`src/sv/assert_macros.svh`:
```
// Assertion helpers, clocked on clk and held off during rst.
`ifndef ASSERT_MACROS_SVH
`define ASSERT_MACROS_SVH

// Condition holds at every edge.
`define ASSERT_ALWAYS(lbl, expr) \
  lbl: assert property (@(posedge clk) disable iff (rst) (expr)) \
    else $error("assertion failed");

// Antecedent implies consequent in the same cycle.
`define ASSERT_IMPLIES(lbl, ante, cons) \
  lbl: assert property (@(posedge clk) disable iff (rst) (ante) |-> (cons)) \
    else $error("assertion failed");

// Antecedent implies consequent in the next cycle.
`define ASSERT_NEXT(lbl, ante, cons) \
  lbl: assert property (@(posedge clk) disable iff (rst) (ante) |=> (cons)) \
    else $error("assertion failed");

`endif

```
`src/sv/gdd_pkg.sv`:
```
package gdd_pkg;

  localparam int DAY_W  = 5;
  localparam int MON_W  = 4;
  localparam int YEAR_W = 14;
  localparam int NUM_W  = 23;
  localparam int OFF_W  = 9;
  localparam int CENT_W = 8;
  localparam int DIST_W = 22;

  localparam logic [DIST_W-1:0] DIST_MAX    = '1;
  localparam logic [OFF_W-1:0]  DAYS_COMMON = 9'd365;
  localparam logic [10:0]       RECIP_25    = 11'd1311;
  localparam int                RECIP_SHIFT = 15;
  localparam logic [MON_W-1:0]  MONTH_FEB   = 4'd2;
  localparam logic [MON_W-1:0]  MONTH_DEC   = 4'd12;

  typedef struct packed {
    logic [DAY_W-1:0]  first_day;
    logic [MON_W-1:0]  first_month;
    logic [YEAR_W-1:0] first_year;
    logic [DAY_W-1:0]  second_day;
    logic [MON_W-1:0]  second_month;
    logic [YEAR_W-1:0] second_year;
  } req_t;

  typedef struct packed {
    logic [DIST_W-1:0] day_distance;
    logic              range_error;
  } rsp_t;

  typedef struct packed {
    logic [DAY_W-1:0]  day;
    logic [MON_W-1:0]  month;
    logic [YEAR_W-1:0] year;
  } date_t;

  typedef struct packed {
    logic [NUM_W-1:0] base;
    logic [OFF_W-1:0] offset;
    logic             bad;
  } lane_out_t;

  typedef struct packed {
    logic lane_a;
    logic lane_b;
    logic merge_a;
    logic merge_b;
  } pipe_en_t;

  function automatic logic [OFF_W-1:0] days_before(input logic [MON_W-1:0] m);
    logic [OFF_W-1:0] d;
    case (m)
      4'd1:    d = 9'd0;
      4'd2:    d = 9'd31;
      4'd3:    d = 9'd59;
      4'd4:    d = 9'd90;
      4'd5:    d = 9'd120;
      4'd6:    d = 9'd151;
      4'd7:    d = 9'd181;
      4'd8:    d = 9'd212;
      4'd9:    d = 9'd243;
      4'd10:   d = 9'd273;
      4'd11:   d = 9'd304;
      4'd12:   d = 9'd334;
      default: d = 9'd0;
    endcase
    return d;
  endfunction

  // floor(q / 25) for q < 4096 by reciprocal multiply
  function automatic logic [CENT_W-1:0] div25(input logic [YEAR_W-3:0] q);
    logic [NUM_W-1:0] prod;
    prod = NUM_W'(q) * NUM_W'(RECIP_25);
    return prod[RECIP_SHIFT +: CENT_W];
  endfunction

endpackage

```
`src/sv/gdd_lane.sv`:
```
module gdd_lane (
  input  logic              clk,
  input  gdd_pkg::pipe_en_t en,
  input  gdd_pkg::date_t    date,
  output gdd_pkg::lane_out_t res
);

  logic [gdd_pkg::YEAR_W-1:0] p;
  logic [gdd_pkg::CENT_W-1:0] p_cent;
  logic [gdd_pkg::CENT_W-1:0] y_cent;
  logic                       bad;

  logic [gdd_pkg::YEAR_W-1:0] a_p;
  logic [gdd_pkg::CENT_W-1:0] a_pc;
  logic [gdd_pkg::CENT_W-1:0] a_yc;
  logic [gdd_pkg::YEAR_W-1:0] a_year;
  logic [gdd_pkg::MON_W-1:0]  a_month;
  logic [gdd_pkg::DAY_W-1:0]  a_day;
  logic                       a_bad;

  logic [gdd_pkg::NUM_W-1:0]  base;
  logic [gdd_pkg::OFF_W-1:0]  offset;
  logic                       div100;
  logic                       leap;

  assign p      = date.year - 14'd1;
  assign p_cent = gdd_pkg::div25(p[gdd_pkg::YEAR_W-1:2]);
  assign y_cent = gdd_pkg::div25(date.year[gdd_pkg::YEAR_W-1:2]);
  assign bad    = (date.day == '0) || (date.month == '0) ||
                  (date.month > gdd_pkg::MONTH_DEC) || (date.year == '0);

  always_ff @(posedge clk) begin
    if (en.lane_a) begin
      a_p     <= p;
      a_pc    <= p_cent;
      a_yc    <= y_cent;
      a_year  <= date.year;
      a_month <= date.month;
      a_day   <= date.day;
      a_bad   <= bad;
    end
  end

  // whole years: 365p + p/4 - p/100 + p/400
  assign base = gdd_pkg::NUM_W'(a_p) * gdd_pkg::NUM_W'(gdd_pkg::DAYS_COMMON)
              + gdd_pkg::NUM_W'(a_p[gdd_pkg::YEAR_W-1:2])
              - gdd_pkg::NUM_W'(a_pc)
              + gdd_pkg::NUM_W'(a_pc[gdd_pkg::CENT_W-1:2]);

  assign div100 = (a_year[1:0] == 2'b00) &&
                  ((12'(a_yc) * 12'd25) == a_year[gdd_pkg::YEAR_W-1:2]);
  assign leap   = ((a_year[1:0] == 2'b00) && !div100) ||
                  (div100 && (a_yc[1:0] == 2'b00));

  assign offset = gdd_pkg::days_before(a_month)
                + gdd_pkg::OFF_W'(leap && (a_month > gdd_pkg::MONTH_FEB))
                + gdd_pkg::OFF_W'(a_day);

  always_ff @(posedge clk) begin
    if (en.lane_b) begin
      res.base   <= base;
      res.offset <= offset;
      res.bad    <= a_bad;
    end
  end

endmodule

```
`src/sv/gdd_merge.sv`:
```
module gdd_merge (
  input  logic               clk,
  input  gdd_pkg::pipe_en_t  en,
  input  gdd_pkg::lane_out_t lane_1,
  input  gdd_pkg::lane_out_t lane_2,
  output gdd_pkg::rsp_t      rsp
);

  logic [gdd_pkg::NUM_W-1:0]  c_n1;
  logic [gdd_pkg::NUM_W-1:0]  c_n2;
  logic                       c_err;

  logic [gdd_pkg::NUM_W-1:0]  d12;
  logic [gdd_pkg::NUM_W-1:0]  d21;
  logic [gdd_pkg::NUM_W-1:0]  mag;
  logic [gdd_pkg::DIST_W-1:0] sat;

  always_ff @(posedge clk) begin
    if (en.merge_a) begin
      c_n1  <= lane_1.base + gdd_pkg::NUM_W'(lane_1.offset);
      c_n2  <= lane_2.base + gdd_pkg::NUM_W'(lane_2.offset);
      c_err <= lane_1.bad || lane_2.bad;
    end
  end

  assign d12 = c_n1 - c_n2;
  assign d21 = c_n2 - c_n1;
  assign mag = (c_n1 >= c_n2) ? d12 : d21;
  assign sat = (mag > gdd_pkg::NUM_W'(gdd_pkg::DIST_MAX)) ? gdd_pkg::DIST_MAX
                                                          : mag[gdd_pkg::DIST_W-1:0];

  always_ff @(posedge clk) begin
    if (en.merge_b) begin
      rsp.day_distance <= c_err ? '0 : sat;
      rsp.range_error  <= c_err;
    end
  end

endmodule

```
`src/sv/gregorian_date_difference.sv`:
```
// Days between two Gregorian dates.
//
// req channel: one beat carries both dates (day, month, year each).
// rsp channel: one beat per request with the absolute day count and
// range_error, which is set (and the count zero) when any day, month or
// year is zero or a month exceeds 12. The count saturates at 22 bits.
//
// Four register stages: two in each date lane (year-count divides, then
// the day-number sums) and two in the merge (day numbers, then the
// absolute difference into the output register). A req beat moves through
// the lane_a, lane_b, merge_a and merge_b registers in turn, rsp_valid with
// the last; one request is taken every cycle unless a stalled rsp backs up.
//
// Each stage holds its own valid bit and loads whenever it is empty or
// its successor moves, so a stalled rsp only backs up the pipeline as it
// fills; req_ready drops once all four stages hold a beat.
// rst clears the valid bits and drops any beats in flight; req_ready is
// high from the first cycle after reset.
`include "assert_macros.svh"

module gregorian_date_difference (
  input  logic          clk,
  input  logic          rst,
  input  logic          req_valid,
  output logic          req_ready,
  input  gdd_pkg::req_t req,
  output logic          rsp_valid,
  input  logic          rsp_ready,
  output gdd_pkg::rsp_t rsp
);

  logic [3:0]         v;
  logic [3:0]         rdy;
  gdd_pkg::pipe_en_t  en;
  gdd_pkg::date_t     date_1;
  gdd_pkg::date_t     date_2;
  gdd_pkg::lane_out_t lane_1;
  gdd_pkg::lane_out_t lane_2;

  assign rdy[3] = !v[3] || rsp_ready;
  assign rdy[2] = !v[2] || rdy[3];
  assign rdy[1] = !v[1] || rdy[2];
  assign rdy[0] = !v[0] || rdy[1];

  assign en.lane_a  = rdy[0];
  assign en.lane_b  = rdy[1];
  assign en.merge_a = rdy[2];
  assign en.merge_b = rdy[3];

  assign req_ready = rdy[0];
  assign rsp_valid = v[3];

  always_ff @(posedge clk) begin
    if (rst) begin
      v <= '0;
    end else begin
      if (rdy[0]) v[0] <= req_valid;
      if (rdy[1]) v[1] <= v[0];
      if (rdy[2]) v[2] <= v[1];
      if (rdy[3]) v[3] <= v[2];
    end
  end

  assign date_1.day   = req.first_day;
  assign date_1.month = req.first_month;
  assign date_1.year  = req.first_year;
  assign date_2.day   = req.second_day;
  assign date_2.month = req.second_month;
  assign date_2.year  = req.second_year;

  gdd_lane u_lane_1 (
    .clk  (clk),
    .en   (en),
    .date (date_1),
    .res  (lane_1)
  );

  gdd_lane u_lane_2 (
    .clk  (clk),
    .en   (en),
    .date (date_2),
    .res  (lane_2)
  );

  gdd_merge u_merge (
    .clk    (clk),
    .en     (en),
    .lane_1 (lane_1),
    .lane_2 (lane_2),
    .rsp    (rsp)
  );

  `ASSERT_IMPLIES(a_err_zero, rsp_valid && rsp.range_error, rsp.day_distance == '0)
  `ASSERT_IMPLIES(a_full_stall, (v == 4'hF) && !rsp_ready, !req_ready)
  `ASSERT_IMPLIES(a_empty_ready, !v[0], req_ready)
  `ASSERT_NEXT(a_out_source, !v[3] && !v[2], !rsp_valid)

endmodule

```
`config.mk`:
```
export PLATFORM = sky130hd
export DESIGN_NAME = gregorian_date_difference
export DESIGN_NICKNAME = d
export VERILOG_FILES = /design/src/sv/gdd_pkg.sv /design/src/sv/gdd_lane.sv /design/src/sv/gdd_merge.sv /design/src/sv/gregorian_date_difference.sv
export VERILOG_INCLUDE_DIRS = /design/src /design/src/sv
export SDC_FILE = /design/constraint.sdc
export NUM_CORES = 2
export LEC_CHECK = 0
export ABC_CLOCK_PERIOD_IN_PS = 12700
export BUFFER_PORTS_ARGS = -buffer_cell sky130_fd_sc_hd__buf_2
export CAP_MARGIN = 5
export CORE_MARGIN = 4
export CORE_UTILIZATION = 25
export CTS_CLUSTER_DIAMETER = 40
export CTS_CLUSTER_SIZE = 30
export DETAILED_ROUTE_END_ITERATION = 16
export GPL_TIMING_DRIVEN = 0
export PLACE_DENSITY = 0.39
export SYNTH_ARGS = -nofsm -noshare
export SYNTH_HDL_FRONTEND = slang
export SYNTH_SLANG_ARGS = --single-unit
export TNS_END_PERCENT = 50
```
`constraint.sdc`:
```
create_clock -name clk -period 12.7 [get_ports clk]
set_input_delay 0.635 -clock clk [delete_from_list [all_inputs] [get_ports clk]]
set_output_delay 0.635 -clock clk [all_outputs]
set_load 0.01 [all_outputs]
```
==> results.py <==
metrics = {
    "sta": {
        "maxSlewViolCount": 0,
        "tns_ns": 0,
        "rsz0062_at_grt": "false",
        "worst_slew_pin_slew_ns": 1.188,
        "setup_violations": 0,
        "timing.final.hold_violations": 0,
        "relSlewSlack_pct": 20.26,
        "fmax_mhz": 128.1,
        "finalClockSkew_ns": 0.02454,
        "period_share_pct": 61.46,
        "finalCriticalPeriod_ns": 7.806,
    },
    "hold_path": {
        "min_path_cells": 1,
        "hp-start": "req[18]",
        "hold_path_class": "input port to flop",
        "holdPathEnd": "u_lane_2.a_day[0]",
    },
    "yosys": {
        "syn_nets": 4123,
        "syn_inst": 3052,
        "synth-seq-cells": 266,
        "synthTopCellsByCount": "ha_1, inv_1, fa_1, edfxtp_1, xnor2_1",
        "yosysTopAreaCellShare_pct": 26.87,
        "netlist_area_um2": 32410,
        "async_flop_share_pct": 0,
        "seq_area_frac_synth_pct": 23.96,
        "synth_edf_count": 244,
        "synth_area_leaders": "ha_1, edfxtp_1, fa_1",
        "yosysTopAreaCell": "ha_1",
        "yosysMostFrequentCell": "ha_1",
        "synth_ff_type": "edfxtp_1",
        "synth_area_per_cell_um2": 10.62,
        "yosys_warnings": 0,
        "synth_cell_type_count": 75,
    },
    "setup_path": {
        "required_ns": 13.05,
        "timing.rr.end": "u_lane_1.res[32]",
        "crit_path_frequent_cell": "inv_1",
        "critPathArrivalTime_ns": 8.16,
        "cp_max_fo": 7,
        "endpoint_kind": "flop",
        "reg2reg_from": "u_lane_1.a_p[9]",
        "max_stage_delay_ns": 0.92,
        "critPathKind": "input port to flop",
        "r2r_slack_ns": 7.06,
        "slowest_stage": "o311ai_0",
        "cp-start-kind": "input port",
        "rr_worst_depth": 19,
        "crit_buf_inv": 6,
        "crit_family": "compound AO/OA/AOI/OAI gates",
    },
    "place": {
        "hpwl_um": 57750,
        "io_buffers": 74,
        "gp_congestion": 0.7724,
    },
    "status": {
        "status": "finished, final reports clean",
    },
    "floorplanning": {
        "die_area_um2": 135500,
        "rows": 131,
        "fp.dieW_um": 368.1,
        "core_area_um2": 128200,
        "io_pins": 75,
        "die_h_um": 368.1,
        "start_util_pct": 25.29,
    },
    "finish": {
        "post-route-util_pct": 29.02,
        "drive_gt1_share_pct": 6.766,
        "syn2layout_area_growth_pct": 14.77,
        "nets": 4261,
        "fillers": 13480,
    },
    "global_route": {
        "grt_max_degree": 61,
        "grt_pass1_wl_um": 114600,
        "grt_use_total_pct": 10.42,
        "grt_antenna_before_repair": 9,
        "overflow": 0,
        "grt_pass1_vias": 21420,
    },
    "drt": {
        "vias": 20200,
        "drt-initial-drc-count": 752,
        "wl_per_cell_um": 13.90,
        "drt_wl_total_um": 69120,
        "wl_met2_um": 30140,
        "routed-wl-met3_um": 1977,
        "met1_length_um": 35730,
        "drt_first_pass_iters": 4,
        "drc": 0,
        "routed.top_layer": "met5",
        "via_per_inst": 4.064,
        "drtAntennaViolNets": 0,
    },
    "clock_network": {
        "cts_tree": "yes",
        "post_cts_buffers": 0,
        "cts_resized": 0,
        "clock_latency_ns": 0.62,
        "clkTransAtPathRegs_ns": 0.05,
        "cts_buffers": 58,
        "cts_hold_buf": 0,
        "htreeDepth": 2,
        "cts.path.max_buffers": 3,
        "cts_sinks": 266,
        "cts-root-buf": "clkbuf_16",
    },
    "job": {
        "cap_violations": 0,
    },
}
cell families (layout without fill, tap and decap cells):
group | Yosys count | in the layout | share of synthesized area (%)
adders and majority gates | 1022 | 1022 | 46.97
and+or+nand+nor | 380 | 380 | 5.729
other | 0 | 5 | 0
AOI/OAI and AO/OA | 414 | 414 | 8.118
DFF | 266 | 266 | 23.96
xor gates and xnor gates | 223 | 223 | 6.026
muxes | 22 | 22 | 0.7025
buffers and inverters | 725 | 910 | 8.489
cell type report:
class	instances	area [µm²]	area share, %
clock buffer	61	1463	3.932
antenna	5	12.51	0.03363
sequential	266	7767	20.88
multi-input combinational	2061	21920	58.92
inverter	694	2605	7.003
timing repair buffer	78	465.4	1.251
buffer	31	146.4	0.3935
tap	1729	2163	5.815
clock inverter	46	658.1	1.769
worst reg2reg max path, cell delays in order, from the launching register on:
cell and delay, ns:
edfxtp_1 0.61, inv_1 0.16, ha_1 0.37, inv_1 0.07, fa_1 0.47, inv_1 0.05
fa_1 0.45, fa_1 0.50, inv_1 0.06, fa_1 0.45, ha_1 0.35, a21o_1 0.19
a21o_1 0.17, a21oi_1 0.31, nor3b_1 0.23, o211ai_1 0.21, a311oi_1 0.35, o21bai_1 0.12
a21oi_1 0.18, xnor2_1 0.09
layer usage:
| metal | vias up | track usage, % |
|---|---|---|
| met5 | - | 0 |
| met4 | 6 | 2.611 |
| met3 | 70 | 1.505 |
| met2 | 176 | 16.32 |
| met1 | 9591 | 15.04 |
| li1 | 10360 | - |
layout by cell type (no fill, tap or decap), drive strengths merged, types with 6 or more instances in the layout:
cell type / netlist / routed
a211o: 6 / 6
a211oi: 16 / 16
a21boi: 14 / 14
a21o: 57 / 57
a21oi: 135 / 135
a31oi: 16 / 16
and3: 16 / 16
buf: 10 / 88
bufinv: 0 / 12
clkbuf: 21 / 82
clkinv: 1 / 8
dfxtp: 22 / 22
edfxtp: 244 / 244
fa: 325 / 325
ha: 696 / 696
inv: 693 / 715
mux2: 6 / 6
mux2i: 16 / 16
nand2: 96 / 96
nand2b: 11 / 11
nand3: 41 / 41
nand4: 17 / 17
nor2: 104 / 104
nor2b: 19 / 19
nor3: 34 / 34
nor3b: 9 / 9
nor4: 6 / 6
o2111ai: 6 / 6
o211ai: 13 / 13
o21a: 22 / 22
o21ai: 78 / 78
o21bai: 11 / 11
or2: 8 / 8
xnor2: 168 / 168
xor2: 55 / 55
registers in the layout, indices dropped and copies added (netlist names), 8 cells and up, named ones only:
name             count
u_lane_2.res        33
u_merge.rsp         23
u_lane_2.a_yc        8
u_lane_1.a_pc        8
u_lane_1.a_yc        8
u_lane_1.a_p        14
u_lane_1.a_year     14
u_merge.c_n2        23
u_merge.c_n1        23
u_lane_2.a_year     14
u_lane_2.a_p        14
u_lane_2.a_pc        8
u_lane_1.res        33
worst max path at each step:
stage,endpoint,cells after the start,startpoint,slack [ns]
final,u_lane_1.a_pc[7],27,req[26],4.89
after CTS,u_lane_1.a_pc[7],27,req[26],4.64
after global routing,u_lane_1.a_pc[7],27,req[26],4.28
after detailed placement,u_lane_1.a_pc[7],27,req[26],4.00
after global placement,u_lane_1.a_pc[7],27,req[26],4.07
after floorplan,u_lane_1.a_pc[7],26,req[26],6.05
stage by stage:
step | setup slack, ns | cells | area [µm²] | hold slack (ns)
finish | 4.894 | 4971 | 37200 | 0.2119
global route | 4.280 | 4967 | 37190 | 0.1783
CTS | 4.643 | 4966 | 37180 | 0.1515
detailed placement | 4.001 | 4859 | 35060 | 0.4152
global placement | 4.073 | 4855 | 34950 | 0.4070
floorplan | 6.051 | 3052 | 32410 | 0.4003
Power is not shown: default switching activity piles up to over one toggle a cycle in this logic, so the estimate is an artifact.
